### src/kwl_pkg.sv
// Shared types, character codes, token class codes and keyword table of the keyword lexer.
`default_nettype none

package kwl_pkg;

    localparam int PREFIX_DEPTH = 8;
    localparam int PREFIX_IDX_W = 3;
    localparam int KW_COUNT     = 12;

    typedef logic [PREFIX_DEPTH-1:0][7:0] prefix_t;

    // Source characters with a special meaning
    localparam logic [7:0] CH_SPACE  = 8'h20;
    localparam logic [7:0] CH_TAB    = 8'h09;
    localparam logic [7:0] CH_NL     = 8'h0A;
    localparam logic [7:0] CH_LPAREN = 8'h28;
    localparam logic [7:0] CH_RPAREN = 8'h29;
    localparam logic [7:0] CH_COMMA  = 8'h2C;
    localparam logic [7:0] CH_SEMI   = 8'h3B;
    localparam logic [7:0] CH_ZERO   = 8'h30;
    localparam logic [7:0] CH_NINE   = 8'h39;

    // Token class codes
    localparam logic [4:0] CLS_IDENT    = 5'd0;
    localparam logic [4:0] CLS_NUMBER   = 5'd1;
    localparam logic [4:0] CLS_LOCAL    = 5'd2;
    localparam logic [4:0] CLS_FUNCTION = 5'd3;
    localparam logic [4:0] CLS_RETURN   = 5'd4;
    localparam logic [4:0] CLS_END      = 5'd5;
    localparam logic [4:0] CLS_IF       = 5'd6;
    localparam logic [4:0] CLS_THEN     = 5'd7;
    localparam logic [4:0] CLS_EQEQ     = 5'd8;
    localparam logic [4:0] CLS_LPAREN   = 5'd9;
    localparam logic [4:0] CLS_RPAREN   = 5'd10;
    localparam logic [4:0] CLS_ASSIGN   = 5'd11;
    localparam logic [4:0] CLS_PLUS     = 5'd12;
    localparam logic [4:0] CLS_MINUS    = 5'd13;
    localparam logic [4:0] CLS_STAR     = 5'd14;
    localparam logic [4:0] CLS_SLASH    = 5'd15;
    localparam logic [4:0] CLS_COMMA    = 5'd16;
    localparam logic [4:0] CLS_ENDMARK  = 5'd17;

    // Keyword and operator spellings, byte 0 is the first character
    localparam prefix_t KW_TEXT [KW_COUNT] = '{
        prefix_t'{0: "l", 1: "o", 2: "c", 3: "a", 4: "l", default: 8'h00},
        prefix_t'{0: "f", 1: "u", 2: "n", 3: "c", 4: "t", 5: "i", 6: "o", 7: "n"},
        prefix_t'{0: "r", 1: "e", 2: "t", 3: "u", 4: "r", 5: "n", default: 8'h00},
        prefix_t'{0: "e", 1: "n", 2: "d", default: 8'h00},
        prefix_t'{0: "i", 1: "f", default: 8'h00},
        prefix_t'{0: "t", 1: "h", 2: "e", 3: "n", default: 8'h00},
        prefix_t'{0: "=", 1: "=", default: 8'h00},
        prefix_t'{0: "=", default: 8'h00},
        prefix_t'{0: "+", default: 8'h00},
        prefix_t'{0: "-", default: 8'h00},
        prefix_t'{0: "*", default: 8'h00},
        prefix_t'{0: "/", default: 8'h00}
    };

    localparam logic [3:0] KW_LEN [KW_COUNT] = '{
        4'd5, 4'd8, 4'd6, 4'd3, 4'd2, 4'd4, 4'd2, 4'd1, 4'd1, 4'd1, 4'd1, 4'd1
    };

    localparam logic [4:0] KW_CLASS [KW_COUNT] = '{
        CLS_LOCAL, CLS_FUNCTION, CLS_RETURN, CLS_END, CLS_IF, CLS_THEN,
        CLS_EQEQ, CLS_ASSIGN, CLS_PLUS, CLS_MINUS, CLS_STAR, CLS_SLASH
    };

    // One result word
    typedef struct packed {
        logic [4:0] token_class;
        logic [4:0] token_length;
        logic       too_long;
        logic [7:0] token_index;
        logic       last;
    } result_t;

    // Results produced by one accepted character, a first and an optional second
    typedef struct packed {
        logic    a_valid;
        logic    b_valid;
        result_t a;
        result_t b;
    } tok_push_t;

    // Result queue
    localparam int RQ_DEPTH = 4;
    localparam int RQ_PTR_W = 2;
    localparam int RQ_CNT_W = 3;

endpackage

`default_nettype wire

### src/keyword_token_lexer.sv
// Top level of the whitespace-delimited keyword lexer.
//
// Usage:
//   The slave channel (s_tvalid/s_tready/s_tdata) takes one source byte per
//   word. Space, tab and newline end a pending token; '(' ')' ',' end it and
//   form a token of their own; ';' ends it and emits an end marker word with
//   m_tlast high, then clears the token counter. Empty tokens are never sent.
//   The master channel (m_tvalid/m_tready/m_tdata/m_tlast) gives one result
//   word per token: class, length, over-length flag and running index.
//   A result word is written into the result queue when the byte that
//   finishes the token is accepted, and is shown on the master side from there.
//   Throughput: one byte per cycle while s_tready is high. A byte that ends
//   a token and is itself punctuation or ';' makes two words, which drain at
//   one word per cycle while m_tready is high through a four-entry result
//   queue; s_tready stays high while the queue has room for two words.
//   When the receiver stalls, results wait in the queue and s_tready drops
//   once fewer than two entries are free; nothing is lost.
//   Reset (aresetn low, synchronous) empties the queue and clears the pending
//   token and the counter; no clearing pass is needed.
`default_nettype none

module keyword_token_lexer
    import kwl_pkg::*;
#(
    parameter int MAX_TOKEN_LEN = 31,
    parameter int MAX_TOKENS    = 256
) (
    input  logic        aclk,
    input  logic        aresetn,
    input  logic        s_tvalid,
    output logic        s_tready,
    input  logic [7:0]  s_tdata,   // [7:0] char_in
    output logic        m_tvalid,
    input  logic        m_tready,
    output logic [23:0] m_tdata,   // [4:0] token_class, [9:5] token_length,
                                   // [10] too_long, [18:11] token index, [23:19] zero
    output logic        m_tlast
);

    tok_push_t push;
    result_t   head;
    logic      room_for_two;
    logic      s_accept;

    // Accept a byte only while the queue can absorb both possible results
    assign s_tready = room_for_two;
    assign s_accept = s_tvalid && s_tready;

    kwl_tokenizer #(
        .MAX_TOKEN_LEN(MAX_TOKEN_LEN),
        .MAX_TOKENS   (MAX_TOKENS)
    ) u_tokenizer (
        .aclk      (aclk),
        .aresetn   (aresetn),
        .char_valid(s_accept),
        .char_in   (s_tdata),
        .push      (push)
    );

    kwl_result_queue u_queue (
        .aclk        (aclk),
        .aresetn     (aresetn),
        .push        (push),
        .room_for_two(room_for_two),
        .head        (head),
        .head_valid  (m_tvalid),
        .head_ready  (m_tready)
    );

    // Pack the head word, first field in the lowest bits
    assign m_tdata = {5'd0, head.token_index, head.too_long,
                      head.token_length, head.token_class};
    assign m_tlast = head.last;

endmodule

`default_nettype wire

### src/kwl_classify.sv
// Classifier of the pending token: keyword and operator match, number or identifier.
`default_nettype none

module kwl_classify
    import kwl_pkg::*;
#(
    parameter int LEN_W = 5
) (
    input  prefix_t          prefix,
    input  logic [LEN_W-1:0] pending_length,
    input  logic             overflowed,
    output logic [4:0]       token_class
);

    logic match;

    always_comb begin
        token_class = (prefix[0] >= CH_ZERO && prefix[0] <= CH_NINE) ? CLS_NUMBER : CLS_IDENT;
        match       = 1'b0;
        for (int i = 0; i < KW_COUNT; i++) begin
            match = !overflowed && (pending_length == LEN_W'(KW_LEN[i]));
            for (int j = 0; j < PREFIX_DEPTH; j++) begin
                if ((j < int'(KW_LEN[i])) && (prefix[j] != KW_TEXT[i][j])) begin
                    match = 1'b0;
                end
            end
            if (match) begin
                token_class = KW_CLASS[i];
            end
        end
    end

endmodule

`default_nettype wire

### src/kwl_tokenizer.sv
// Token state registers and per-character result generation.
`default_nettype none

module kwl_tokenizer
    import kwl_pkg::*;
#(
    parameter int MAX_TOKEN_LEN = 31,
    parameter int MAX_TOKENS    = 256
) (
    input  logic       aclk,
    input  logic       aresetn,
    input  logic       char_valid,
    input  logic [7:0] char_in,
    output tok_push_t  push
);

    localparam int         LEN_W   = $clog2(MAX_TOKEN_LEN + 1);
    localparam logic [7:0] CNT_CAP = 8'(((MAX_TOKENS - 1) > 255) ? 255 : (MAX_TOKENS - 1));

    prefix_t          prefix_reg;
    logic [LEN_W-1:0] len_reg, len_next;
    logic             ovf_reg, ovf_next;
    logic [7:0]       cnt_reg, cnt_next;

    logic       is_ws, is_punct, is_semi, is_char;
    logic       flush;
    logic [7:0] cnt_flushed;
    logic [4:0] pend_class;
    logic [4:0] punct_class;
    result_t    flush_res, own_res;
    logic       own_valid;

    kwl_classify #(
        .LEN_W(LEN_W)
    ) u_classify (
        .prefix        (prefix_reg),
        .pending_length(len_reg),
        .overflowed    (ovf_reg),
        .token_class   (pend_class)
    );

    always_comb begin
        is_ws    = (char_in == CH_SPACE) || (char_in == CH_TAB) || (char_in == CH_NL);
        is_punct = (char_in == CH_LPAREN) || (char_in == CH_RPAREN) || (char_in == CH_COMMA);
        is_semi  = (char_in == CH_SEMI);
        is_char  = !(is_ws || is_punct || is_semi);

        flush       = char_valid && !is_char && (len_reg != '0);
        cnt_flushed = (flush && (cnt_reg < CNT_CAP)) ? cnt_reg + 8'd1 : cnt_reg;

        flush_res.token_class  = pend_class;
        flush_res.token_length = 5'(len_reg);
        flush_res.too_long     = ovf_reg;
        flush_res.token_index  = cnt_reg;
        flush_res.last         = 1'b0;

        if (char_in == CH_LPAREN) begin
            punct_class = CLS_LPAREN;
        end else if (char_in == CH_RPAREN) begin
            punct_class = CLS_RPAREN;
        end else begin
            punct_class = CLS_COMMA;
        end

        own_valid            = char_valid && (is_punct || is_semi);
        own_res.token_class  = is_semi ? CLS_ENDMARK : punct_class;
        own_res.token_length = is_semi ? 5'd0 : 5'd1;
        own_res.too_long     = 1'b0;
        own_res.token_index  = cnt_flushed;
        own_res.last         = is_semi;

        // Compact: the flushed token, if any, always goes first
        push.a_valid = flush || own_valid;
        push.b_valid = flush && own_valid;
        push.a       = flush ? flush_res : own_res;
        push.b       = own_res;

        len_next = len_reg;
        ovf_next = ovf_reg;
        cnt_next = cnt_reg;
        if (char_valid) begin
            if (is_semi) begin
                len_next = '0;
                ovf_next = 1'b0;
                cnt_next = '0;
            end else if (is_ws) begin
                len_next = '0;
                ovf_next = 1'b0;
                cnt_next = cnt_flushed;
            end else if (is_punct) begin
                len_next = '0;
                ovf_next = 1'b0;
                cnt_next = (cnt_flushed < CNT_CAP) ? cnt_flushed + 8'd1 : cnt_flushed;
            end else if (len_reg < LEN_W'(MAX_TOKEN_LEN)) begin
                len_next = len_reg + LEN_W'(1);
            end else begin
                ovf_next = 1'b1;
            end
        end
    end

    always_ff @(posedge aclk) begin
        if (!aresetn) begin
            len_reg <= '0;
            ovf_reg <= 1'b0;
            cnt_reg <= '0;
        end else begin
            len_reg <= len_next;
            ovf_reg <= ovf_next;
            cnt_reg <= cnt_next;
        end
    end

    // Keep the first characters of the pending token
    always_ff @(posedge aclk) begin
        if (char_valid && is_char && (len_reg < LEN_W'(PREFIX_DEPTH))
                && (len_reg < LEN_W'(MAX_TOKEN_LEN))) begin
            prefix_reg[len_reg[PREFIX_IDX_W-1:0]] <= char_in;
        end
    end

    a_semi_clears: assert property (@(posedge aclk) disable iff (!aresetn)
        (char_valid && is_semi) |=> (len_reg == '0) && (cnt_reg == '0) && !ovf_reg)
        else $error("state not cleared after end marker");

    a_len_bound: assert property (@(posedge aclk) disable iff (!aresetn)
        len_reg <= LEN_W'(MAX_TOKEN_LEN))
        else $error("pending length beyond maximum");

endmodule

`default_nettype wire

### src/kwl_result_queue.sv
// Four-entry result queue taking up to two results per cycle and giving one while head_ready is high.
`default_nettype none

module kwl_result_queue
    import kwl_pkg::*;
(
    input  logic      aclk,
    input  logic      aresetn,
    input  tok_push_t push,
    output logic      room_for_two,
    output result_t   head,
    output logic      head_valid,
    input  logic      head_ready
);

    result_t             mem [RQ_DEPTH];
    logic [RQ_PTR_W-1:0] wr_reg, wr_next;
    logic [RQ_PTR_W-1:0] rd_reg, rd_next;
    logic [RQ_CNT_W-1:0] cnt_reg, cnt_next;
    logic [RQ_CNT_W-1:0] n_push;
    logic                pop;

    always_comb begin
        n_push       = RQ_CNT_W'(push.a_valid) + RQ_CNT_W'(push.b_valid);
        head_valid   = (cnt_reg != '0);
        head         = mem[rd_reg];
        pop          = head_valid && head_ready;
        room_for_two = (cnt_reg <= RQ_CNT_W'(RQ_DEPTH - 2));
        wr_next      = wr_reg + RQ_PTR_W'(n_push);
        rd_next      = rd_reg + RQ_PTR_W'(pop);
        cnt_next     = cnt_reg + n_push - RQ_CNT_W'(pop);
    end

    always_ff @(posedge aclk) begin
        if (!aresetn) begin
            wr_reg  <= '0;
            rd_reg  <= '0;
            cnt_reg <= '0;
        end else begin
            wr_reg  <= wr_next;
            rd_reg  <= rd_next;
            cnt_reg <= cnt_next;
        end
    end

    always_ff @(posedge aclk) begin
        if (push.a_valid) begin
            mem[wr_reg] <= push.a;
        end
        if (push.b_valid) begin
            mem[wr_reg + RQ_PTR_W'(1)] <= push.b;
        end
    end

    a_cnt_bound: assert property (@(posedge aclk) disable iff (!aresetn)
        cnt_reg <= RQ_CNT_W'(RQ_DEPTH))
        else $error("result queue count beyond depth");

    a_no_overrun: assert property (@(posedge aclk) disable iff (!aresetn)
        push.b_valid |-> push.a_valid && (cnt_reg <= RQ_CNT_W'(RQ_DEPTH - 2)))
        else $error("second result pushed out of order or into a full queue");

    a_ptr_track: assert property (@(posedge aclk) disable iff (!aresetn)
        (cnt_reg == RQ_CNT_W'(RQ_DEPTH)) || (cnt_reg == '0) || (wr_reg != rd_reg))
        else $error("queue pointers disagree with count");

endmodule

`default_nettype wire
### config.mk
export PLATFORM = sky130hd
export DESIGN_NAME = keyword_token_lexer
export DESIGN_NICKNAME = d
export VERILOG_FILES = /design/src/kwl_pkg.sv /design/src/keyword_token_lexer.sv /design/src/kwl_classify.sv /design/src/kwl_tokenizer.sv /design/src/kwl_result_queue.sv
export SDC_FILE = /design/constraint.sdc
export NUM_CORES = 1
export LEC_CHECK = 0
export ABC_CLOCK_PERIOD_IN_PS = 11680
export CAP_MARGIN = 20
export CELL_PAD_IN_SITES_DETAIL_PLACEMENT = 1
export CELL_PAD_IN_SITES_GLOBAL_PLACEMENT = 2
export CORE_UTILIZATION = 39
export CTS_BUF_LIST = sky130_fd_sc_hd__clkbuf_8
export DETAILED_ROUTE_END_ITERATION = 8
export DONT_BUFFER_PORTS = 1
export PLACE_DENSITY = 0.83
export SLEW_MARGIN = 20
export SYNTH_ARGS = -nofsm -noshare
export SYNTH_HDL_FRONTEND = slang
export SYNTH_SLANG_ARGS = --single-unit
### constraint.sdc
create_clock -name aclk -period 11.68 [get_ports aclk]
set_input_delay 1.168 -clock aclk [delete_from_list [all_inputs] [get_ports aclk]]
set_output_delay 1.168 -clock aclk [all_outputs]
set_load 0.005 [all_outputs]
Word level (Yosys, flattened, before mapping):

Memory sizes are Yosys's and may differ from the RTL's. A register that Yosys moved wholly into a read port is not among the register bits.
Cells that the tools add are included.

* register bits: 85
* RAM bits: 80
* input bits: 12
* output and inout port bits: 27
* word-level logic and storage cells: 165
* memories kept: 1

* add/sub/neg operators: 9
* $lt $le $gt $ge: 9
* equality and inequality tests: 29
* mux-type cells: 63
* reductions and logical operators: 40

Memory list
* u_queue.mem: depth 4, bits a word 20, read ports 1, clocked after memory_dff 1, write ports 2, RTL line kwl_result_queue.sv:16 `result_t mem [RQ_DEPTH];`

Operator list (number)
* 8-bit by 7-bit inequality test with 1-bit output, second input constant: 14
* 64-bit bitwise mux: 1
* 8-bit 2-to-1 mux: 6
* 8-bit by 6-bit == test with 1-bit output, second input constant: 5
* 5-bit 2-to-1 mux: 8
* 1-bit 2-to-1 mux: 39
* 8-bit nonzero test: 4
* 8-bit demux with 3-bit select: 1
* 20-bit 2-to-1 mux: 1
* 1-bit logical AND: 19
* 8-bit by 1-bit adder with 8-bit output, second input constant: 2
* 8-bit by 4-bit == test with 1-bit output, second input constant: 2
* 8-bit less-than comparator, second input constant: 2
* 5-bit by 3-bit == test with 1-bit output, second input constant: 3
* 5-bit by 2-bit == test with 1-bit output, second input constant: 2
* 3-bit 2-to-1 mux: 3
* 8-bit by 6-bit greater-or-equal comparator with 1-bit output, second input constant: 1
* 8-bit by 6-bit <= comparator with 1-bit output, second input constant: 1
* 1-bit logical OR: 8
* 2-bit 2-to-1 mux: 3
* 2-bit AND reduction: 3
* 3-bit nonzero test: 2
* 5-bit by 1-bit adder with 5-bit output, second input constant: 1
* 5-bit by 1-bit == test with 1-bit output, second input constant: 1
* 17 further kinds: 18

Longest topological paths before layout:

Gate-level depths: netlist of run 1.

* depth after elaboration: 17
* gate-level depth with buffers: 16
* mapped depth without buffers: 14

Modules after synthesis:

Synthesis of run 1 repeated with hierarchy kept, for this count alone.

* cell total of the unflattened synthesis: 578
* area total of the unflattened synthesis: 8234.1 um2

Modules (own cells, without submodules)
* kwl_result_queue: instances 1, cells an instance 236, area an instance 4264.1 um2, sequential area each 2542.4 um2
* kwl_tokenizer: instances 1, cells an instance 270, area an instance 3437.0 um2, sequential area each 2202.1 um2
* kwl_classify: instances 1, cells an instance 65, area an instance 485.5 um2, sequential area each 0.0 um2
* keyword_token_lexer: instances 1, cells an instance 7, area an instance 47.5 um2, sequential area each 0.0 um2

Worst setup path after synthesis of run 1:

OpenSTA, ideal clock, no wires.

* path kind: input to register
* from: input s_tdata[0]
* to: memory u_queue.mem[1][0] (netlist name) (enable)
* setup time: 0.354 ns
* arrival time: 4.466 ns
* data required time: 11.326 ns
* setup slack: 6.861 ns
* stages on the path: 14
* path buffers: 5
* cell sequence: buf_6 or4b_4 a311oi_4 o211ai_1 clkbuf_1 inv_1 buf_1 ha_1 inv_1 or3_1 buf_1 and2_1 clkbuf_1 inv_1

RTL lines
* start: declaration: RTL line keyword_token_lexer.sv:32 `input logic [7:0] s_tdata,`
* end: declaration: RTL line kwl_result_queue.sv:16

==> results of run 1 <==
==> through the flow <==
step / cell area, um2 / util [%] / total power, W / worst slack (ns) / hold WS [ns]
after CTS: 8474 / 43.12 / 0.001238 / 7.100 / 0.4771
after global placement: 8056 / 40.99 / 0.0008145 / 6.761 / 0.4388
after detailed placement: 8061 / 41.02 / 0.0008216 / 6.593 / 0.4553
after global routing: 8481 / 43.15 / 0.001275 / 6.847 / 0.4934
after floorplan: 7886 / - / 0.0007808 / 6.861 / 0.4198
final: 8481 / 43.15 / 0.001227 / 7.091 / 0.4755
==> layout make-up <==
cell class | instances | area share, %
Multi-Input combinational cell | 437 | 36.57
Sequential cell | 165 | 53.13
Clock buffer | 17 | 2.759
Tap cell | 265 | 3.910
Inverter | 19 | 0.8410
Clock inverter | 15 | 2.110
Timing Repair Buffer | 8 | 0.6787
==> routing by layer <==
layer	vias up	track usage (%)	routed length [um]
li1	2507	-	-
met1	2834	28.74	9542
met2	174	36.31	10370
met3	32	4.106	1139
met4	0	8.231	429
met5	-	0	0
==> cells in the final DEF (no fill, tap or decap), types with 8 or more instances in the layout <==
master / count
a21oi_1: 17
a32o_1: 21
and2_1: 16
and3_1: 14
clkbuf_8: 17
dfxtp_1: 44
edfxtp_1: 120
ha_1: 13
inv_1: 19
mux4_2: 20
nand2_1: 64
nand3_1: 12
nand4_1: 8
nor2_1: 35
nor3_1: 15
nor4_1: 12
o21ai_0: 51
o22ai_1: 18
o31ai_1: 9
xnor2_1: 9
==> critical path, cell delays in order <==
cell,delay (ns)
or4b_4,0.54
a311oi_4,0.43
o211ai_1,0.13
buf_4,0.20
inv_1,0.32
ha_1,0.34
inv_1,0.11
or3_1,0.60
and2_1,0.35
inv_1,0.49
==> cells by family (layout without fill, tap and decap cells) <==
group                    count (synthesis)  in the layout  synth area share [%]
buffers and inverters                   68             59                 3.624
adder cells (fa/ha/maj)                 14             14                 2.321
other                                    1              5               0.04764
AND/OR/NAND/NOR                        234            234                 16.26
flip-flops                             165            165                 57.22
XOR/XNOR                                15             15                 1.669
multiplexers                            24             24                 6.279
AO/OA/AOI/OAI                          145            145                 12.57
==> cell usage after synthesis, types with 7 or more instances <==
library cell | n | share of area (%)
dfxtp_1 | 45 | 11
nor4_1 | 12 | 0.95
ha_1 | 13 | 2.1
nand3_1 | 12 | 0.76
a31oi_1 | 7 | 0.56
nand2_1 | 64 | 3.1
clkbuf_1 | 35 | 1.7
a32o_1 | 21 | 2.7
and2_1 | 16 | 1.3
o31ai_1 | 9 | 0.86
xnor2_1 | 9 | 1.0
nor2_1 | 35 | 1.7
inv_1 | 19 | 0.91
o21ai_0 | 51 | 3.2
edfxtp_1 | 120 | 46
nand4_1 | 8 | 0.64
and3_1 | 14 | 1.1
nor3_1 | 16 | 1.0
o22ai_1 | 18 | 1.4
a21oi_1 | 17 | 1.1
nand3b_1 | 7 | 0.67
mux4_2 | 20 | 5.7
==> worst paths after layout <==
kind | slack, ns | end | cells past startpoint
setup / recovery | 7.09 | u_queue.mem[1][0]$_DFFE_PP_ | 10
hold / removal | 0.48 | u_queue.mem[3][12]$_SDFFE_PP0P_ | 1
setup reg to reg | 7.38 | u_queue.mem[1][0]$_DFFE_PP_ | 11
hold reg to reg | 0.48 | u_queue.mem[3][12]$_SDFFE_PP0P_ | 1
==> power groups by stage <==
| stage | clock [W] | sequential [W] | combinational, W |
|---|---|---|---|
| CTS | 0.000429 | 0.000663 | 0.000146 |
| detailed placement | 0 | 0.000676 | 0.000145 |
| finish | 0.000422 | 0.000663 | 0.000142 |
| floorplan | 0 | 0.000665 | 0.000115 |
| global placement | 0 | 0.000675 | 0.000140 |
| global route | 0.000448 | 0.000666 | 0.000161 |
==> flow_summary.ini, run 1 <==
[route]
drc_errors = 0
wl_per_cell_um = 23.20
wl_um = 21480
antenna_left = 0
vias = 5547
viasPerCell = 5.990
dr.pass1.iters = 5
drt-initial-drc-count = 494

[clock_network]
cts_resized = 0
htree_levels = 4
postCtsSetupRepairBufs = 0
cts_sinks = 165
cts_buffers = 17
hold_buffers = 0
clockBufferDepth = 2
cts_tree = done
clockRootBuffer = clkbuf_8
clk_pin_slew_ns = 0.09
clkLatencyLatePin_ns = 0.47

[worst_setup_path]
startpoint_type = primary input
critPathLaunch = s_tdata[0]
cp.arrival_ns = 4.70
worstSetupEndpointType = flip-flop
cp_data_required_time_ns = 11.79
worstSetupPathType = primary input to flip-flop
regToRegStartpoint = u_tokenizer.len_reg[1]$_SDFFE_PN0P_
path_max_fanout = 18

[die]
initial_core_util_pct = 40.05
die_height_um = 144.1
rows = 51
io_pins = 39
core_area_um2 = 19650
die_w_um = 144.1
design.die.area_um2 = 20750

[logic_synthesis]
synth_ff_type = edfxtp_1
ys_warn_count = 0
synth_area_um2 = 7871
synth-edff-count = 120
synth_cell_types = 64
synth_cells = 666
ys_async_sr_fraction_pct = 0
synth-seq-cells = 165
synth.avg_cell_area_um2 = 11.82
seq_area_frac_synth_pct = 57.22

[power]
seqPwrFrac_pct = 54.0
power_density_nw_per_um2 = 144.7
switchingPower_w = 0.0003564
vdd_drop_max_mv = 0.08006
leakage_nw = 2.656
pwr-share-comb_pct = 11.6
internal-power_w = 0.0008710
swShare_pct = 29.04
power_frac_clock_pct = 34.4

[timing]
finalSetupViolations = 0
period_minus_slack_ns = 4.589
rsz0062_at_grt = false
clock_skew_ns = 0.01604
finalSetupTns_ns = 0
worst_slew_pin_slew_ns = 1.079
slew_headroom_pct = 27.52
fin_crit_sh_pct = 39.29
slew_viol_final = 0
timing.fmax_mhz = 217.9
hold_viol = 0

[final_layout]
final_net_count = 674
largest_reg_flops = 80
drive_gt1_share_pct = 12.25
multiInputGateArea_um2 = 3102
stdcell_count = 926
fillCellCount = 2130
num_antenna_cells = 0
syn_to_final_growth_pct = 7.741
seq_area_um2 = 4506

[grt]
gr-total-overflow = 0
track_usage_pct = 22.03
grt_pass1_vias = 5661
grt_first_pass_wirelength_um = 33260
grt_max_degree = 23
antenna_found_initial = 0

[placement]
dp_cells = 894
gp_congestion = 0.8748
dpl.hpwl_um = 15570
port_buffers = 0

[worst_hold_path]
hp-class = flip-flop to flip-flop
worstHoldStart = u_queue.mem[3][12]$_SDFFE_PP0P_

[flow_run]
max_cap_violations = 0

[status]
status = finished clean
Power figures use the tool's default switching activity.
==> run 2: changes to the inputs <==
--- a/config.mk
+++ b/config.mk
@@ -5,7 +5,7 @@
 export SDC_FILE = /design/constraint.sdc
 export NUM_CORES = 1
 export LEC_CHECK = 0
-export ABC_CLOCK_PERIOD_IN_PS = 11680
+export ABC_CLOCK_PERIOD_IN_PS = 4350
 export CAP_MARGIN = 20
 export CELL_PAD_IN_SITES_DETAIL_PLACEMENT = 1
 export CELL_PAD_IN_SITES_GLOBAL_PLACEMENT = 2
==> constraint.sdc (replaced) <==
create_clock -name aclk -period 4.35 [get_ports aclk]
set_input_delay 0.435 -clock aclk [delete_from_list [all_inputs] [get_ports aclk]]
set_output_delay 0.435 -clock aclk [all_outputs]
set_load 0.005 [all_outputs]
==> run 2 against run 1 <==
Against the previous run:
- non-clock buffer count increased by 13
- die area did not move
- clock power increased to 2.7 times the previous value
- global-route usage grew 0.38 points
- register-to-register slack worse by 7.0 ns
- final cell count up 1.4%
- largest cell class unchanged
==> flow_summary.ini, run 2 (synthesis results as in run 1) <==
[timing]
timing.fmax_mhz = 253.0
clock_skew_ns = 0.01065
worst_slew_pin_slew_ns = 0.9536
fin_crit_sh_pct = 90.85
finalSetupTns_ns = 0
rsz0062_at_grt = false
hold_viol = 0
period_minus_slack_ns = 3.952
finalSetupViolations = 0
slew_viol_final = 0
slew_headroom_pct = 36.30

[worst_setup_path]
worstSetupPathType = flip-flop to flip-flop
worst-path-buf-inv = 2
cp.arrival_ns = 4.35
cpLargestDelayFamily = simple AND/OR/NAND/NOR gates
max_stage_delay_ns = 0.69
cp_data_required_time_ns = 4.75
worstSetupEndpointType = flip-flop
path_max_fanout = 12
worstPathCellList = inv_1 > ha_1 > or4b_2 > o31ai_1 > nor2_1 > buf_4 > xnor2_1 > ha_1 > o21ai_0 > mux2i_2 > o221ai_2 > and3_1 > or4_4 > o221ai_2
critPathSlowestCell = or4b_2
startpoint_type = flip-flop

[flow_run]
max_cap_violations = 0

[clock_network]
clockBufferDepth = 2
postCtsSetupRepairBufs = 0
hold_buffers = 0
clkLatencyLatePin_ns = 0.47
clk_pin_slew_ns = 0.11
cts_sinks = 165
cts_buffers = 17
cts_resized = 0
clockRootBuffer = clkbuf_8
cts_tree = done
htree_levels = 4

[final_layout]
seq_area_um2 = 4506
largest_reg_flops = 80
syn_to_final_growth_pct = 9.220
final_net_count = 687
multiInputGateArea_um2 = 3102
final_common_cell = edfxtp_1
num_antenna_cells = 0
drive_gt1_share_pct = 13.95
fin_area_um2 = 8597
fillCellCount = 2125
final_cell_mix = edfxtp_1, nand2_1, o21ai_0

[grt]
gr-total-overflow = 0
track_usage_pct = 22.41
grt_first_pass_wirelength_um = 34090
grt_max_degree = 22
grt_pass1_vias = 5792
antenna_found_initial = 0

[die]
core_area_um2 = 19650
initial_core_util_pct = 40.05
die_w_um = 144.1
rows = 51
die_height_um = 144.1
io_pins = 39
design.die.area_um2 = 20750

[power]
leakage_nw = 2.724
power_density_nw_per_um2 = 388.6
vdd_drop_max_mv = 0.1947

[route]
drc_errors = 0
wl_um = 21960
drt-initial-drc-count = 454
dr.pass1.iters = 4
antenna_left = 0
vias = 5596
wl_per_cell_um = 23.38
viasPerCell = 5.960

[placement]
gp_congestion = 0.8760
dpl.hpwl_um = 15530
port_buffers = 0
placed_area_um2 = 8154

[status]
status = finished clean

[worst_hold_path]
hp-class = primary input to flip-flop
[run 2: changes by cell type in the layout (fill, tap and decap cells not counted)]
cell,delta
buf_4,+14
inv_6,-3
inv_8,+2
buf_2,-1
clkinv_2,-1
clkinv_4,+1
inv_12,+1
[run 2: final cells by class]
type / instances / area share (%)
inverters: 19 / 0.8296
flip-flops and latches: 165 / 52.41
clock inverters: 15 / 2.270
clock buffers: 17 / 2.722
well taps: 265 / 3.857
repair buffers: 21 / 1.834
multi-input cells: 437 / 36.08
[run 2: path summary, 6_finish.rpt]
check        slack, ns  depth (start not counted)                                 from                              endpoint
min reg2reg       0.47                          1       u_queue.mem[2][9]$_SDFFE_PP0P_        u_queue.mem[2][9]$_SDFFE_PP0P_
max               0.40                         14  u_tokenizer.len_reg[1]$_SDFFE_PN0P_   u_tokenizer.cnt_reg[2]$_SDFFE_PN0P_
max reg2reg       0.40                         14  u_tokenizer.len_reg[1]$_SDFFE_PN0P_   u_tokenizer.cnt_reg[2]$_SDFFE_PN0P_
min               0.05                          0                           s_tdata[2]  u_tokenizer.prefix_reg[42]$_DFFE_PP_
[run 2: where the power goes]
part	switching, W	internal (W)	total (W)
registers	0.0000533	0.00173	0.00178
clock network	0.000709	0.000453	0.00116
logic	0.000220	0.000177	0.000397
total	0.000982	0.00236	0.00334
[run 2: worst register-to-register path: cells and delay by family, from the launching register on]
family          cells  cell delay [ns]
flops               1             0.46
simple gates        4             1.59
fa+ha+maj           2             0.45
buf+inv             2             0.42
xor+xnor            1             0.15
compound gates      4             0.59
mux                 1             0.24
[run 2: layer usage]
metal	track usage, %	wire length [um]	up-vias
li1	-	-	2536
met1	29.27	9807	2874
met2	37.60	10740	156
met3	3.974	1032	30
met4	7.223	382	0
met5	0	0	-
[run 2: stage by stage]
step	util (%)	setup slack [ns]	hold WS [ns]	cells	power (W)
after floorplan	-	0.2635	0.4198	670	0.002097
after global placement	41.49	0.5313	0.4336	906	0.002201
after detailed placement	41.49	0.4114	0.4514	906	0.002220
after CTS	43.67	0.4350	0.02440	938	0.003369
after global routing	43.74	0.1337	0.02690	939	0.003462
final	43.74	0.3981	0.05388	939	0.003341
